File: src/hdl/rdft_pkg.sv
// Shared constants, types and twiddle generation for the real forward DFT block.
`default_nettype none

package rdft_pkg;

  localparam int MAX_POINTS_DEF   = 64;
  localparam int TWIDDLE_BITS_DEF = 16;

  localparam int SAMPLE_W = 16;
  localparam int OUT_W    = 23;
  localparam int BIN_W    = 6;
  localparam int CFG_W    = 3;
  localparam int COUNT_W  = 7;

  localparam logic [CFG_W-1:0] LG_MIN   = 3'd2;
  localparam logic [CFG_W-1:0] LG_MAX   = 3'd6;
  localparam logic [CFG_W-1:0] LG_RESET = 3'd6;

  localparam int STORE_CAP = 1 << LG_MAX;

  localparam longint unsigned HALF_PI_Q30 = 64'd1686629713;

  // (2i)(2i+1) for Taylor terms i = 1 .. 12
  localparam longint unsigned TAYLOR_DIV [12] = '{
    64'd6, 64'd20, 64'd42, 64'd72, 64'd110, 64'd156,
    64'd210, 64'd272, 64'd342, 64'd420, 64'd506, 64'd600
  };

  typedef struct packed {
    logic valid;
    logic first;
    logic last;
  } mac_ctrl_t;

  // sin(x) for x in Q30, scaled to tw bits, saturated at the positive limit
  function automatic longint quarter_sine(input longint unsigned x, input int tw);
    longint unsigned x2;
    longint unsigned term;
    longint          sum;
    longint          top;
    longint          v;
    int              sh;
    x2   = (x * x) >> 30;
    term = x;
    sum  = longint'(x);
    sh   = 31 - tw;
    top  = (longint'(1) << (tw - 1)) - 1;
    for (int i = 1; i <= 12; i++) begin
      term = ((term * x2) >> 30) / TAYLOR_DIV[i-1];
      if ((i % 2) == 1) begin
        sum = sum - longint'(term);
      end else begin
        sum = sum + longint'(term);
      end
    end
    if (sum < 0) begin
      sum = 0;
    end
    v = longint'((longint'(unsigned'(sum)) + (longint'(1) << (sh - 1))) >> sh);
    if (v > top) begin
      v = top;
    end
    return v;
  endfunction

endpackage

`default_nettype wire

File: src/hdl/rdft_sample_store.sv
// Sample memory: one write port, one registered read port.
`default_nettype none

module rdft_sample_store #(
  parameter int DEPTH = 64,
  parameter int AW    = 6
) (
  input  wire logic                                 clk_i,
  input  wire logic                                 we_i,
  input  wire logic [AW-1:0]                        waddr_i,
  input  wire logic signed [rdft_pkg::SAMPLE_W-1:0] wdata_i,
  input  wire logic [AW-1:0]                        raddr_i,
  output logic signed [rdft_pkg::SAMPLE_W-1:0]      rdata_o
);
  import rdft_pkg::*;

  logic signed [SAMPLE_W-1:0] mem [DEPTH];

  always_ff @(posedge clk_i) begin
    if (we_i) begin
      mem[waddr_i] <= wdata_i;
    end
  end

  always_ff @(posedge clk_i) begin
    rdata_o <= mem[raddr_i];
  end

endmodule

`default_nettype wire

File: src/hdl/rdft_twiddle.sv
// Quarter-wave twiddle table with quadrant folding, registered cosine and sine.
`default_nettype none

module rdft_twiddle #(
  parameter int MAX_POINTS   = rdft_pkg::MAX_POINTS_DEF,
  parameter int TWIDDLE_BITS = rdft_pkg::TWIDDLE_BITS_DEF
) (
  input  wire logic                            clk_i,
  input  wire logic [$clog2(MAX_POINTS)-1:0]   phase_i,
  output logic signed [TWIDDLE_BITS-1:0]       cos_o,
  output logic signed [TWIDDLE_BITS-1:0]       sin_o
);
  import rdft_pkg::*;

  localparam int PH_W = $clog2(MAX_POINTS);
  localparam int QTR  = MAX_POINTS / 4;
  localparam int RA   = $clog2(QTR + 1);
  localparam logic [PH_W-1:0] QtrPh  = PH_W'(QTR);
  localparam logic [PH_W-1:0] QtrMsk = PH_W'(QTR - 1);

  logic signed [TWIDDLE_BITS-1:0] rom [QTR+1];

  for (genvar m = 0; m <= QTR; m++) begin : g_rom
    localparam longint unsigned XQ = (HALF_PI_Q30 * longint'(m)) / QTR;
    localparam logic signed [TWIDDLE_BITS-1:0] TwVal =
      TWIDDLE_BITS'(quarter_sine(XQ, TWIDDLE_BITS));
    assign rom[m] = TwVal;
  end

  logic [PH_W-1:0] ph_s, ph_c, r_s, r_c, idx_s, idx_c;
  logic signed [TWIDDLE_BITS-1:0] v_s, v_c;

  always_comb begin
    ph_s  = phase_i;
    ph_c  = phase_i + QtrPh;
    r_s   = ph_s & QtrMsk;
    r_c   = ph_c & QtrMsk;
    idx_s = ph_s[PH_W-2] ? (QtrPh - r_s) : r_s;
    idx_c = ph_c[PH_W-2] ? (QtrPh - r_c) : r_c;
    v_s   = rom[idx_s[RA-1:0]];
    v_c   = rom[idx_c[RA-1:0]];
  end

  always_ff @(posedge clk_i) begin
    sin_o <= ph_s[PH_W-1] ? -v_s : v_s;
    cos_o <= ph_c[PH_W-1] ? -v_c : v_c;
  end

endmodule

`default_nettype wire

File: src/hdl/rdft_mac.sv
// Multiply-accumulate pair with rounding back to the input scale.
`default_nettype none

module rdft_mac #(
  parameter int TWIDDLE_BITS = rdft_pkg::TWIDDLE_BITS_DEF
) (
  input  wire logic                                 clk_i,
  input  wire logic                                 rst_ni,
  input  wire rdft_pkg::mac_ctrl_t                  ctrl_i,
  input  wire logic signed [rdft_pkg::SAMPLE_W-1:0] sample_i,
  input  wire logic signed [TWIDDLE_BITS-1:0]       cos_i,
  input  wire logic signed [TWIDDLE_BITS-1:0]       sin_i,
  output logic                                      done_o,
  output logic signed [rdft_pkg::OUT_W-1:0]         real_o,
  output logic signed [rdft_pkg::OUT_W-1:0]         imag_o
);
  import rdft_pkg::*;

  localparam int PROD_W = SAMPLE_W + TWIDDLE_BITS;
  localparam int ACC_W  = TWIDDLE_BITS + 22;
  localparam logic signed [ACC_W-1:0] RndBias = ACC_W'(1) <<< (TWIDDLE_BITS - 2);

  mac_ctrl_t                 ctrl_a_q;
  logic signed [PROD_W-1:0]  prod_re_q, prod_im_q;
  logic signed [ACC_W-1:0]   acc_re_q, acc_im_q;
  logic signed [ACC_W-1:0]   re_bias, im_bias;
  logic                      done_q;

  always_ff @(posedge clk_i or negedge rst_ni) begin
    if (!rst_ni) begin
      ctrl_a_q <= '0;
      done_q   <= 1'b0;
    end else begin
      ctrl_a_q <= ctrl_i;
      done_q   <= ctrl_a_q.valid && ctrl_a_q.last;
    end
  end

  always_ff @(posedge clk_i) begin
    prod_re_q <= sample_i * cos_i;
    prod_im_q <= sample_i * sin_i;
    if (ctrl_a_q.valid) begin
      if (ctrl_a_q.first) begin
        acc_re_q <= ACC_W'(prod_re_q);
        acc_im_q <= ACC_W'(prod_im_q);
      end else begin
        acc_re_q <= acc_re_q + ACC_W'(prod_re_q);
        acc_im_q <= acc_im_q + ACC_W'(prod_im_q);
      end
    end
  end

  always_comb begin
    re_bias = acc_re_q + RndBias;
    im_bias = acc_im_q + RndBias;
  end

  assign real_o = OUT_W'(re_bias >>> (TWIDDLE_BITS - 1));
  assign imag_o = OUT_W'(im_bias >>> (TWIDDLE_BITS - 1));
  assign done_o = done_q;

endmodule

`default_nettype wire

File: src/hdl/real_dft_forward_top.sv
// Top level of the real forward DFT: sequencer, configuration and output register.
//
//  channel  | signals                      | direction | contents
//  ---------+------------------------------+-----------+------------------------------
//  samples  | s_axis_tvalid/tready/tdata   | in        | sample
//  bins     | m_axis_tvalid/tready/tdata   | out       | real, imag, bin; tlast=last
//  config   | cfg_we_i, cfg_wdata_i        | in        | log2_points
//
// Loading accepts one sample per cycle.
// After the final sample each bin is computed in the shared multiply-accumulate pair
// (N products through the read, product and accumulate registers, then the output register load).
// The input is not ready while bins are computed; a stalled output holds the next bin.
// Reset clears the sequencer, the load count and sets the length register to 64 points.
`default_nettype none

module real_dft_forward_top #(
  parameter int MAX_POINTS   = rdft_pkg::MAX_POINTS_DEF,
  parameter int TWIDDLE_BITS = rdft_pkg::TWIDDLE_BITS_DEF
) (
  input  wire logic                           clk_i,
  input  wire logic                           rst_ni,
  input  wire logic                           cfg_we_i,
  input  wire logic [rdft_pkg::CFG_W-1:0]     cfg_wdata_i,
  input  wire logic                           s_axis_tvalid,
  output logic                                s_axis_tready,
  input  wire logic [15:0]                    s_axis_tdata,  // [15:0] sample
  output logic                                m_axis_tvalid,
  input  wire logic                           m_axis_tready,
  output logic [55:0]                         m_axis_tdata,  // [22:0] real_part,
                                                             // [45:23] imag_part,
                                                             // [51:46] bin_index
  output logic                                m_axis_tlast   // last_bin
);
  import rdft_pkg::*;

  localparam int LOG2_MAX = $clog2(MAX_POINTS);
  localparam int PH_W     = LOG2_MAX;
  localparam int ST_DEPTH = (MAX_POINTS < STORE_CAP) ? MAX_POINTS : STORE_CAP;
  localparam int ST_AW    = $clog2(ST_DEPTH);
  localparam logic [CFG_W-1:0] LgCap = (LOG2_MAX < int'(LG_MAX)) ? CFG_W'(LOG2_MAX) : LG_MAX;

  localparam logic [1:0] ST_LOAD  = 2'd0;
  localparam logic [1:0] ST_RUN   = 2'd1;
  localparam logic [1:0] ST_DRAIN = 2'd2;
  localparam logic [1:0] ST_EMIT  = 2'd3;

  logic [1:0]         state_q, state_d;
  logic [CFG_W-1:0]   log2_points_q;
  logic [COUNT_W-1:0] load_count_q, load_count_d, lc_next;
  logic [BIN_W-1:0]   k_q, k_d, n_q, n_d;
  logic [PH_W-1:0]    phase_q, phase_d, step_q, step_d, stride;
  logic [CFG_W-1:0]   lg;
  logic [COUNT_W-1:0] n_pts;
  logic               in_fire, out_free, n_last, k_last, out_load;
  mac_ctrl_t          issue, ctrl_s1_q;

  logic signed [SAMPLE_W-1:0]     smp_rd;
  logic signed [TWIDDLE_BITS-1:0] cos_tw, sin_tw;
  logic                           mac_done;
  logic signed [OUT_W-1:0]        mac_re, mac_im;

  logic                    m_valid_q;
  logic signed [OUT_W-1:0] real_q, imag_q;
  logic [BIN_W-1:0]        bin_q;
  logic                    last_q;

  always_comb begin
    lg = log2_points_q;
    if (lg < LG_MIN) begin
      lg = LG_MIN;
    end else if (lg > LG_MAX) begin
      lg = LG_MAX;
    end
    if (lg > LgCap) begin
      lg = LgCap;
    end
    n_pts  = COUNT_W'(1) << lg;
    stride = PH_W'(MAX_POINTS >> lg);
  end

  assign s_axis_tready = (state_q == ST_LOAD);
  assign in_fire       = s_axis_tvalid && s_axis_tready;
  assign out_free      = !m_valid_q || m_axis_tready;
  assign lc_next       = load_count_q + COUNT_W'(1);
  assign n_last        = (COUNT_W'(n_q) + COUNT_W'(1)) == n_pts;
  assign k_last        = (COUNT_W'(k_q) + COUNT_W'(1)) == n_pts;
  assign out_load      = (state_q == ST_EMIT) && out_free;

  always_comb begin
    issue.valid = (state_q == ST_RUN);
    issue.first = (n_q == '0);
    issue.last  = n_last;
  end

  always_comb begin
    state_d      = state_q;
    load_count_d = load_count_q;
    k_d          = k_q;
    n_d          = n_q;
    phase_d      = phase_q;
    step_d       = step_q;
    unique case (state_q)
      ST_LOAD: begin
        if (in_fire) begin
          if (lc_next >= n_pts) begin
            load_count_d = '0;
            k_d          = '0;
            n_d          = '0;
            phase_d      = '0;
            step_d       = '0;
            state_d      = ST_RUN;
          end else begin
            load_count_d = lc_next;
          end
        end
      end
      ST_RUN: begin
        phase_d = phase_q + step_q;
        n_d     = n_q + BIN_W'(1);
        if (n_last) begin
          n_d     = '0;
          state_d = ST_DRAIN;
        end
      end
      ST_DRAIN: begin
        if (mac_done) begin
          state_d = ST_EMIT;
        end
      end
      ST_EMIT: begin
        if (out_free) begin
          if (k_last) begin
            state_d = ST_LOAD;
          end else begin
            k_d     = k_q + BIN_W'(1);
            step_d  = step_q + stride;
            phase_d = '0;
            state_d = ST_RUN;
          end
        end
      end
      default: state_d = ST_LOAD;
    endcase
  end

  always_ff @(posedge clk_i or negedge rst_ni) begin
    if (!rst_ni) begin
      state_q       <= ST_LOAD;
      log2_points_q <= LG_RESET;
      load_count_q  <= '0;
      k_q           <= '0;
      n_q           <= '0;
      phase_q       <= '0;
      step_q        <= '0;
      ctrl_s1_q     <= '0;
      m_valid_q     <= 1'b0;
    end else begin
      state_q      <= state_d;
      load_count_q <= load_count_d;
      k_q          <= k_d;
      n_q          <= n_d;
      phase_q      <= phase_d;
      step_q       <= step_d;
      ctrl_s1_q    <= issue;
      if (cfg_we_i) begin
        log2_points_q <= cfg_wdata_i;
      end
      if (out_load) begin
        m_valid_q <= 1'b1;
      end else if (m_axis_tready) begin
        m_valid_q <= 1'b0;
      end
    end
  end

  always_ff @(posedge clk_i) begin
    if (out_load) begin
      real_q <= mac_re;
      imag_q <= mac_im;
      bin_q  <= k_q;
      last_q <= k_last;
    end
  end

  rdft_sample_store #(
    .DEPTH (ST_DEPTH),
    .AW    (ST_AW)
  ) u_store (
    .clk_i   (clk_i),
    .we_i    (in_fire),
    .waddr_i (load_count_q[ST_AW-1:0]),
    .wdata_i (s_axis_tdata[SAMPLE_W-1:0]),
    .raddr_i (n_q[ST_AW-1:0]),
    .rdata_o (smp_rd)
  );

  rdft_twiddle #(
    .MAX_POINTS   (MAX_POINTS),
    .TWIDDLE_BITS (TWIDDLE_BITS)
  ) u_twiddle (
    .clk_i   (clk_i),
    .phase_i (phase_q),
    .cos_o   (cos_tw),
    .sin_o   (sin_tw)
  );

  rdft_mac #(
    .TWIDDLE_BITS (TWIDDLE_BITS)
  ) u_mac (
    .clk_i    (clk_i),
    .rst_ni   (rst_ni),
    .ctrl_i   (ctrl_s1_q),
    .sample_i (smp_rd),
    .cos_i    (cos_tw),
    .sin_i    (sin_tw),
    .done_o   (mac_done),
    .real_o   (mac_re),
    .imag_o   (mac_im)
  );

  assign m_axis_tvalid = m_valid_q;
  assign m_axis_tdata  = {4'd0, bin_q, imag_q, real_q};
  assign m_axis_tlast  = last_q;

  a_done_in_drain: assert property (@(posedge clk_i) disable iff (!rst_ni)
    mac_done |-> state_q == ST_DRAIN)
    else $error("accumulator finished outside drain");

  a_last_is_final_bin: assert property (@(posedge clk_i) disable iff (!rst_ni)
    (m_axis_tvalid && m_axis_tlast) |-> (COUNT_W'(bin_q) + COUNT_W'(1)) == n_pts)
    else $error("last flag on a bin other than the final one");

  a_run_index_in_range: assert property (@(posedge clk_i) disable iff (!rst_ni)
    (state_q == ST_RUN) |-> COUNT_W'(n_q) < n_pts)
    else $error("sample index beyond transform length");

  a_emit_then_valid: assert property (@(posedge clk_i) disable iff (!rst_ni)
    out_load |=> m_axis_tvalid)
    else $error("bin not presented after load");

endmodule

`default_nettype wire

File: config.mk
export PLATFORM = sky130hd
export DESIGN_NAME = real_dft_forward_top
export DESIGN_NICKNAME = d
export VERILOG_FILES = /design/src/hdl/rdft_pkg.sv /design/src/hdl/rdft_sample_store.sv /design/src/hdl/rdft_twiddle.sv /design/src/hdl/rdft_mac.sv /design/src/hdl/real_dft_forward_top.sv
export SDC_FILE = /design/constraint.sdc
export NUM_CORES = 2
export LEC_CHECK = 0
export ABC_CLOCK_PERIOD_IN_PS = 12400
export BUFFER_PORTS_ARGS = -buffer_cell sky130_fd_sc_hd__buf_4
export CORE_UTILIZATION = 25
export CTS_BUF_LIST = sky130_fd_sc_hd__clkbuf_2 sky130_fd_sc_hd__clkbuf_4 sky130_fd_sc_hd__clkbuf_8
export CTS_CLUSTER_DIAMETER = 100
export DETAILED_ROUTE_END_ITERATION = 10
export HOLD_SLACK_MARGIN = 0.1
export SLEW_MARGIN = 20
export SYNTH_ARGS = -nofsm -noshare
export SYNTH_HDL_FRONTEND = slang
export SYNTH_HIERARCHICAL = 1
export SYNTH_SLANG_ARGS = --single-unit
File: constraint.sdc
create_clock -name clk_i -period 12.4 [get_ports clk_i]
set_input_delay 2.48 -clock clk_i [delete_from_list [all_inputs] [get_ports clk_i]]
set_output_delay 2.48 -clock clk_i [all_outputs]
set_load 0.05 [all_outputs]
==> metrics.yaml <==
floorplan:
  die_area_mm2: 0.3061
  die_h_um: 553.2
  num_rows: 202
  core_area_mm2: 0.3025
  dieWidth_um: 553.2
  start_util: 0.2511
  io_pins: 83
sta:
  tns_ns: 0
  finalCritPeriodShare: 0.5428
  finalSetupViolations: 0
  fmax_mhz: 148.6
  hold_viol: 0
  drv_slew: 0
  setup_slack_ns: 5.669
  rsz0062_at_grt: "no"
  timing.slew.headroom: 0.1353
  fin_worst_skew_ns: 0.1144
  tightest_slew_ns: 1.293
  period_needed_ns: 6.731
synthesis:
  yosys-top-cells-area: "edfxtp_1 (46%), fa_1 (14%), mux4_2 (6.5%)"
  ys_types: 114
  yosysWarnings: 6
  synth.most_common_cell: "edfxtp_1"
  netlist_instances: 5684
  synth_top_area_frac: 0.4558
  synth.avg_cell_area_um2: 13.36
  synth-edff-count: 1153
  synth.cell_area_mm2: 0.07596
  synth_ff_type: "edfxtp_1"
  ys_ff_latch: 1309
  ys_seq_area_frac: 0.4998
  synth_top_cell_by_area: "edfxtp_1"
  synth_common_cells: "edfxtp_1 (1153), inv_1 (665), fa_1 (527)"
  async_flop_share: 0.03361
route:
  ant_nets: 0
  finalWirelength_um: 182600
  drc: 0
  drt-initial-drc-count: 3458
  dr_total_vias: 45680
  drt_pre_antenna_iters: 5
  vias_per_cell: 4.596
  wl_per_cell_um: 18.37
clocking:
  cts-resized-gates: 0
  cts_made_buffers: 205
  cts_setup_buffers: 0
  path_clk_slew_ns: 0.07
  root_buffer: "clkbuf_8"
  hold_buffers: 0
  cts_tree: "built"
  h-tree-depth: 4
  clk_latency_ns: 0.95
  clock_path_buffers: 4
  cts_sinks: 1309
power_and_ir_drop:
  switching_power_mw: 1.819
  cell_internal_pwr_mw: 6.791
  power.leakage_nw: 31.04
  power_density_mw_per_mm2: 101.3
  seqPwrFrac: 0.556
  p_total_mw: 8.610
  combPwrFrac: 0.011
  sw_frac_of_total: 0.2112
  pwr-share-clk: 0.433
  ir_drop_v: 0.0001107
run:
  cap_violations: 0
critical_path:
  critical_path_depth: 20
  r2r_start: "u_store/rdata_o[10]"
  rrSetupSlack_ns: 5.67
  worst-path-max-fanout: 32
  max_stage_delay_ns: 0.57
  arrival_ns: 7.50
  crit_path_end_kind: "flop"
  crit_chain: "buf_4 > nand2_1 > fa_1 > fa_1 > fa_1 > fa_1 > inv_1 > fa_1 > fa_1 > ha_1 > a21o_1 > a21o_1 > a211oi_1 > o21ai_1 > a31oi_1 > o21ai_1 > a2111oi_0 > o21bai_1 > a21oi_1 > xnor2_1"
  crit_family: "adder cells"
  required_ns: 13.17
  start_kind: "flop"
  critPathBufInv: 2
  r2r_end: "u_mac/prod_im_q[30]"
  cp-startpoint: "u_store/rdata_o[10]"
  crit_type: "flop to flop"
  cp_slowest_cell: "fa_1"
  cpMostUsedCell: "fa_1"
  r2r_cells: 20
global_routing:
  grt_pass1_vias: 47280
  grt_max_degree: 100
  grt_pass1_wl_um: 280400
  grt_antenna_before_repair: 11
  grt-ovfl-total: 0
  grt_usage: 0.1170
placed_design:
  place_ws_ns: 5.426
  port_buffers: 78
  post-dp-hpwl_um: 120600
  routabilityCongestion: 0.8496
layout:
  layout-drive-gt1-share: 0.1401
  final_core_util: 0.2809
  fin_nets: 6622
  area_delta_synth_final_pct: 11.87
worst_hold_path:
  holdPathStages: 0
  hold_end: "u_mac/ctrl_a_q[1]"
  hold_path_class: "flop to flop"
  hold_start: "ctrl_s1_q[1]"
outcome:
  outcome: "completed"
-- metal layers --
metal,GRT usage,up-vias,part of all wire
li1,-,20340,-
met1,0.1557,23680,0.43
met3,0.02224,283,0.069
met5,0.002813,-,0.0011
met4,0.02638,13,0.020
met2,0.1957,1367,0.48
-- worst register-to-register path, delay by kind of cell (launching register included) --
kind                     cells  cell delay (ns)
buffers and inverters        2             0.45
AND/OR/NAND/NOR              1             0.16
adder cells (fa/ha/maj)      7             3.39
XOR/XNOR                     1             0.14
flip-flops                   1             0.31
AO/OA/AOI/OAI                9             2.16
-- how the worst max path moves through the flow --
stage,slack (ns),endpoint
final,5.67,u_mac/prod_im_q[30]
after global routing,5.28,u_mac/prod_im_q[30]
after CTS,5.28,u_mac/prod_im_q[30]
after detailed placement,5.43,u_mac/prod_im_q[30]
after global placement,5.51,u_mac/prod_im_q[30]
after floorplan,6.25,u_mac/prod_re_q[31]
-- cell usage in the layout (no fill, tap or decap), types with 29 or more instances in the layout --
cell type	count
edfxtp_1	1153
inv_1	665
fa_1	527
nand2_1	484
ha_1	273
and2_1	260
mux4_2	220
clkbuf_8	217
o21ai_0	176
nor2_1	168
a21oi_1	163
xnor2_1	157
buf_4	149
dfxtp_1	110
mux2i_1	97
nand3_1	88
a21o_1	76
clkbuf_4	70
xor2_1	65
nor2b_1	54
nand2b_1	46
a22oi_1	41
clkinv_1	37
dfrtp_1	36
mux2_2	35
nor2_2	33
nand4_1	29
-- power groups by stage --
stage / Sequential [mW] / Combinational (mW) / Clock [mW]
finish: 4.79 / 0.0933 / 3.73
global route: 4.78 / 0.102 / 4.02
CTS: 4.79 / 0.0962 / 3.83
detailed placement: 4.88 / 0.0961 / 0
global placement: 4.88 / 0.0902 / 0
floorplan: 4.88 / 0.0201 / 0
-- cell families (layout without fill, tap and decap cells) --
logic type	after synthesis	in the layout	synth area share
simple gates	1318	1318	0.08644
mux	356	356	0.08458
fa+ha+maj	801	801	0.1840
xor+xnor	225	225	0.02624
flops	1309	1309	0.4998
compound gates	760	760	0.06816
other cells	1	11	0.00004937
buf+inv	914	1181	0.05073
-- sequential cells by signal (all words and copies together), names as in the netlist, 6 cells and up --
register         cells
u_twiddle/cos_o     16
u_mac/prod_im_q     32
u_mac/acc_re_q      38
bin_q                6
n_q                  6
step_q               6
k_q                  6
u_mac/acc_im_q      38
u_store/rdata_o     16
imag_q              23
u_store/mem       1024
phase_q              6
real_q              23
u_mac/prod_re_q     32
u_twiddle/sin_o     16
load_count_q         7
-- cell type report --
| cell class | count | area, um2 |
|---|---|---|
| Fill cell | 30530 | 217600 |
| Timing Repair Buffer | 151 | 1144 |
| Antenna cell | 7 | 17.52 |
| Multi-Input combinational cell | 3464 | 34250 |
| Clock inverter | 76 | 585.6 |
| Tap cell | 3978 | 4977 |
| Inverter | 667 | 2504 |
| Sequential cell | 1309 | 37990 |
| Clock buffer | 287 | 3512 |
-- per-stage QoR --
stage / instance area, um2 / hold WS, ns / instances
detailed placement: 80850 / 0.3394 / 9568
global placement: 80850 / 0.3324 / 9568
global route: 84970 / 0.3622 / 9934
CTS: 84950 / 0.3431 / 9931
finish: 84980 / 0.3531 / 9939
floorplan: 75980 / 0.3312 / 5687
No activity file was read; power rests on OpenSTA's default activity.
